<file path="config.mk">
export PLATFORM = sky130hd
export DESIGN_NAME = acn_out_queue
export DESIGN_NICKNAME = d
export VERILOG_FILES = /design/src/rtl/core/acn_pkg.sv /design/src/rtl/core/acn_out_queue.sv
export SDC_FILE = /design/constraint.sdc
export NUM_CORES = 1
export LEC_CHECK = 0
export BUFFER_PORTS_ARGS = -buffer_cell sky130_fd_sc_hd__buf_2
export CAP_MARGIN = 20
export CORE_MARGIN = 1
export CORE_UTILIZATION = 53
export DETAILED_ROUTE_END_ITERATION = 10
export GPL_ROUTABILITY_DRIVEN = 0
export PLACE_DENSITY_LB_ADDON = 0.2
export REMOVE_ABC_BUFFERS = 1
export SLEW_MARGIN = 20
export SYNTH_ARGS = -nofsm -noshare
export SYNTH_HDL_FRONTEND = slang
export SYNTH_SLANG_ARGS = --single-unit
</file>
<file path="constraint.sdc">
create_clock -name i_clk -period 1.7 [get_ports i_clk]
set_input_delay 0.085 -clock i_clk [delete_from_list [all_inputs] [get_ports i_clk]]
set_output_delay 0.085 -clock i_clk [all_outputs]
set_load 0.05 [all_outputs]
</file>
<file path="src/rtl/core/acn_pkg.sv">
// ----------------------------------------------------------------------------
// acn_pkg: shared types, widths and step functions for the contrast normalizer
// Holds the data widths, the per-stage payload structs of the two root
// pipelines and the divider pipeline, and their one-step functions.
// ----------------------------------------------------------------------------
package acn_pkg;

    // Field widths
    localparam int PIXEL_BITS = 10;
    localparam int MEAN_W     = 16;
    localparam int ENERGY_W   = 42;
    localparam int GAIN_W     = 15;
    localparam int OUT_W      = 16;

    localparam logic [GAIN_W-1:0] GAIN_RESET = GAIN_W'(22938);   // 1.4 in Q1.14

    // Deviation magnitude, Q.6
    localparam int P6_W  = PIXEL_BITS + 6;
    localparam int MAG_W = (P6_W > MEAN_W) ? P6_W : MEAN_W;

    // First root: sqrt(E * 65536)
    localparam int X1_W  = ENERGY_W + 16;
    localparam int R1_W  = X1_W / 2;
    localparam int RM1_W = R1_W + 2;

    // Second root: sqrt of the first root, result is r in Q.4
    localparam int R2_W  = (R1_W + 1) / 2;
    localparam int X2_W  = 2 * R2_W;
    localparam int RM2_W = R2_W + 2;

    // Divider: q = gain*mag / (4*r4 + mag), q < gain
    localparam int R6_W  = R2_W + 2;
    localparam int DEN_W = ((R6_W > MAG_W) ? R6_W : MAG_W) + 1;
    localparam int NUM_W = GAIN_W + MAG_W;

    typedef struct packed {
        logic             neg;
        logic [MAG_W-1:0] mag;
        logic [X1_W-1:0]  rad;
        logic [RM1_W-1:0] rem;
        logic [R1_W-1:0]  root;
    } t_sq1;

    typedef struct packed {
        logic             neg;
        logic [MAG_W-1:0] mag;
        logic [X2_W-1:0]  rad;
        logic [RM2_W-1:0] rem;
        logic [R2_W-1:0]  root;
    } t_sq2;

    typedef struct packed {
        logic              neg;
        logic [GAIN_W-1:0] num_lo;
        logic [DEN_W-1:0]  den;
        logic [DEN_W-1:0]  rem;
        logic [GAIN_W-1:0] quo;
    } t_div;

    // one result bit of the first square root
    function automatic t_sq1 sq1_step(input t_sq1 s);
        logic [RM1_W+1:0] t;
        logic [RM1_W+1:0] trial;
        t_sq1             o;
        o     = s;
        t     = {s.rem, s.rad[X1_W-1 -: 2]};
        trial = (RM1_W+2)'({s.root, 2'b01});
        if (t >= trial) begin
            o.rem  = RM1_W'(t - trial);
            o.root = {s.root[R1_W-2:0], 1'b1};
        end else begin
            o.rem  = t[RM1_W-1:0];
            o.root = {s.root[R1_W-2:0], 1'b0};
        end
        o.rad = {s.rad[X1_W-3:0], 2'b00};
        return o;
    endfunction

    // one result bit of the second square root
    function automatic t_sq2 sq2_step(input t_sq2 s);
        logic [RM2_W+1:0] t;
        logic [RM2_W+1:0] trial;
        t_sq2             o;
        o     = s;
        t     = {s.rem, s.rad[X2_W-1 -: 2]};
        trial = (RM2_W+2)'({s.root, 2'b01});
        if (t >= trial) begin
            o.rem  = RM2_W'(t - trial);
            o.root = {s.root[R2_W-2:0], 1'b1};
        end else begin
            o.rem  = t[RM2_W-1:0];
            o.root = {s.root[R2_W-2:0], 1'b0};
        end
        o.rad = {s.rad[X2_W-3:0], 2'b00};
        return o;
    endfunction

    // one quotient bit of the restoring divider
    function automatic t_div div_step(input t_div s);
        logic [DEN_W:0] t;
        logic [DEN_W:0] d;
        t_div           o;
        o = s;
        t = {s.rem, s.num_lo[GAIN_W-1]};
        d = {1'b0, s.den};
        if (t >= d) begin
            o.rem = DEN_W'(t - d);
            o.quo = {s.quo[GAIN_W-2:0], 1'b1};
        end else begin
            o.rem = t[DEN_W-1:0];
            o.quo = {s.quo[GAIN_W-2:0], 1'b0};
        end
        o.num_lo = {s.num_lo[GAIN_W-2:0], 1'b0};
        return o;
    endfunction

endpackage

</file>
<file path="src/rtl/core/acn_out_queue.sv">
// ----------------------------------------------------------------------------
// acn_out_queue: output register with one skid entry
// Decouples the pipeline from the downstream stall; o_full is registered and
// freezes the pipeline for as long as the skid entry is occupied.
// ----------------------------------------------------------------------------
module acn_out_queue import acn_pkg::*; (
    input  logic             i_clk,
    input  logic             i_rst_n,
    input  logic             i_push,
    input  logic [OUT_W-1:0] i_data,
    output logic             o_full,
    output logic             o_valid,
    input  logic             i_stall,
    output logic [OUT_W-1:0] o_data
);

    logic             r_out_v;
    logic             n_out_v;
    logic [OUT_W-1:0] r_out;
    logic [OUT_W-1:0] n_out;
    logic             r_skid_v;
    logic             n_skid_v;
    logic [OUT_W-1:0] r_skid;
    logic [OUT_W-1:0] n_skid;
    logic             out_free;

    assign out_free = !r_out_v || !i_stall;

    always_comb begin
        n_out_v  = r_out_v;
        n_out    = r_out;
        n_skid_v = r_skid_v;
        n_skid   = r_skid;
        if (out_free) begin
            if (r_skid_v) begin
                n_out_v  = 1'b1;
                n_out    = r_skid;
                n_skid_v = 1'b0;
            end else begin
                n_out_v = i_push;
                n_out   = i_data;
            end
        end else if (i_push) begin
            n_skid_v = 1'b1;
            n_skid   = i_data;
        end
    end

    always_ff @(posedge i_clk) begin
        if (!i_rst_n) begin
            r_out_v  <= 1'b0;
            r_skid_v <= 1'b0;
        end else begin
            r_out_v  <= n_out_v;
            r_skid_v <= n_skid_v;
        end
    end

    always_ff @(posedge i_clk) begin
        r_out  <= n_out;
        r_skid <= n_skid;
    end

    assign o_full  = r_skid_v;
    assign o_valid = r_out_v;
    assign o_data  = r_out;

    // skid only fills behind a held output
    a_skid_behind_out: assert property (@(posedge i_clk) disable iff (!i_rst_n)
        r_skid_v |-> r_out_v)
        else $error("skid entry valid while output register empty");

    // pipeline must be frozen while the skid entry is occupied
    a_no_push_when_full: assert property (@(posedge i_clk) disable iff (!i_rst_n)
        r_skid_v |-> !i_push)
        else $error("push into full output queue");

    // a push against a held output lands in the skid entry
    a_push_to_skid: assert property (@(posedge i_clk) disable iff (!i_rst_n)
        (r_out_v && i_stall && !r_skid_v && i_push)
        |=> (r_skid_v && r_skid == $past(i_data)))
        else $error("pushed result lost while output stalled");

endmodule

</file>
==> out/results.ini <==
[power_and_ir_drop]
power_density_mw_per_mm2=942
internal_power_mw=1.22
swShare_pct=24.8
clkPwrFrac_pct=24.3
seqPwrFrac_pct=59.9
combPwrFrac_pct=15.7
total_power_mw=1.62
p_sw_mw=0.402
leakagePower_nw=0.699
peakVddDrop_mv=0.711

[sta]
rsz0062_at_grt=false
hold_viol=0
min_period_ps=1220
slew_headroom_pct=83.2
final.setup.tns_ps=0
period_share_pct=71.8
setup_viol=0
fmax_mhz=819
worst_pin_slew_ps=253
slew_violations=0
clock_skew_ps=11.3

[final_layout]
layout_common_cells=buf_2, edfxtp_1, dlygate4sd3_1
drive_gt1_share_pct=53.3
final_nets=141
fin_cells=150
fin_util_pct=77.0
stdcell_area_sq_mm=0.00172
diodes=0
syn_to_final_growth_pct=34.7
fillers=148
final_common_cell=buf_2

[synthesis]
seq_area_frac_synth_pct=78.4
muxShareOfSynthArea_pct=16.7
synth_compound_area_share_pct=0.588
ys_ff_latch=34
synth-simple-area-share_pct=1.86
synth.avg_cell_area_sq_um=22.4
yosysUniqueCellTypes=11
synth_warnings=0
netlist_instances=57
yosys.area_share.adder_pct=0
synth_top_family_by_area=multiplexers
netlist_area_sq_mm=0.00128
yosys.area_share.xor_xnor_pct=0

[setup_path]
end_kind=output pin
cp.required_ps=1620
critPathKind=reg2out
path_max_fanout=9
critPathTopFamily=buffers and inverters
slowest_stage=dfxtp_1
start_kind=flop
crit_chain=buf_4 > buf_2
cp_data_arrival_time_ps=1140
crit_buf_inv=2
max_stage_delay_ps=340

[die]
coreArea_sq_mm=0.00223
dieArea_sq_mm=0.00261
rows=17
initial_utilization_pct=57.2
die_width_um=51.1
pin_count=38
die_h_um=51.1

[routing]
vias=723
first_pass_iters=4
drt_iter0_drc=10
wl_per_cell_um=13.4
ant_nets=0
wl_um=2010
via_per_inst=4.82
remaining_drc_errors=0

[grt]
grt-ovfl-total=0
antenna_found_initial=0
grt_max_degree=11
grt_pass1_vias=732
track_usage_pct=18.6
grt_pass1_wl_um=3250

[cts]
htree_levels=2
clk_latency_ps=320
post_cts_buffers=0
clk_pin_slew_ps=90
cts.sinks=34
ctsResizeCount=0
cts_tree=yes
cts_buffer_depth=2
cts_inserted_buffers=5
cts-root-buf=clkbuf_4

[worst_hold_path]
hp-class=in2reg

[placed_design]
place_area_sq_mm=0.00151
placed_cells=126
dpl.hpwl_um=1330
io_buffers=37

[outcome]
outcome=finished clean

[flow_run]
max-cap-violations=0

[sequential cells by signal (all words and copies together), names as in the netlist]
name     cells
o_data      16
r_skid      16
o_full       1
o_valid      1
[per-stage QoR]
| stage | hold WS [ps] | worst slack (ps) |
|---|---|---|
| detailed placement | 278 | 585 |
| global route | 4.62 | 382 |
| floorplan | 184 | -52.8 |
| finish | 29.4 | 479 |
| global placement | 278 | 603 |
| CTS | 17.4 | 455 |
[worst paths after layout]
| check | slack [ps] | endpoint | startpoint | cells after the start |
|---|---|---|---|---|
| min reg2reg | 550 | o_data[1] | r_skid[1] | 1 |
| min | 30 | o_valid | i_rst_n | 2 |
| max | 480 | o_full | o_full | 2 |
| max reg2reg | 560 | o_data[13] | o_full | 2 |
[Yosys cell counts, drive strengths merged]
master | instances | area (sq um)
buf | 2 | 31.3
and3 | 1 | 6.26
dfxtp | 2 | 40.0
nor3b | 1 | 7.51
nor2 | 1 | 6.26
a21boi | 1 | 7.51
edfxtp | 32 | 961
mux2 | 16 | 214
nand2 | 1 | 3.75
[worst register-to-register path: stages (launching register included)]
cell	delay, ps
dfxtp_1	340
buf_4	190
mux2_2	360
[per-layer routing]
metal  vias up  track usage (%)  share of wire (%)
met5         -                0                  0
met4         0             9.72                1.9
met3         5             5.36                4.4
met1       339             22.7                 44
met2        26             29.8                 50
li1        353                -                  -
[final cells by class]
class	instances	area [sq um]	area share [%]
flip-flops and latches	34	1000	58.2
repair buffers	59	390	22.7
multi-input cells	21	245	14.3
clock buffers	8	48.8	2.84
well taps	28	35.0	2.04
[kinds of logic (layout without fill, tap and decap cells)]
| logic type | after synthesis | after routing |
|---|---|---|
| AO/OA/AOI/OAI | 1 | 1 |
| AND/OR/NAND/NOR | 4 | 4 |
| buffers and inverters | 2 | 67 |
| flip-flops | 34 | 34 |
| multiplexers | 16 | 16 |
[repair_timing]
item | CTS | global route
hold buffers | 16 | 0
endpoints found under the hold margin | 16 | 0
setup endpoints to repair | 0 | 0
[power by group through the flow]
stage	sequential (mW)	clock [mW]	combinational [mW]
after detailed placement	0.991	0	0.228
after global routing	0.976	0.446	0.269
after floorplan	1.11	0	0.0414
final	0.972	0.395	0.255
after global placement	0.989	0	0.225
after CTS	0.972	0.418	0.256
Power figures use the tool's default switching activity.
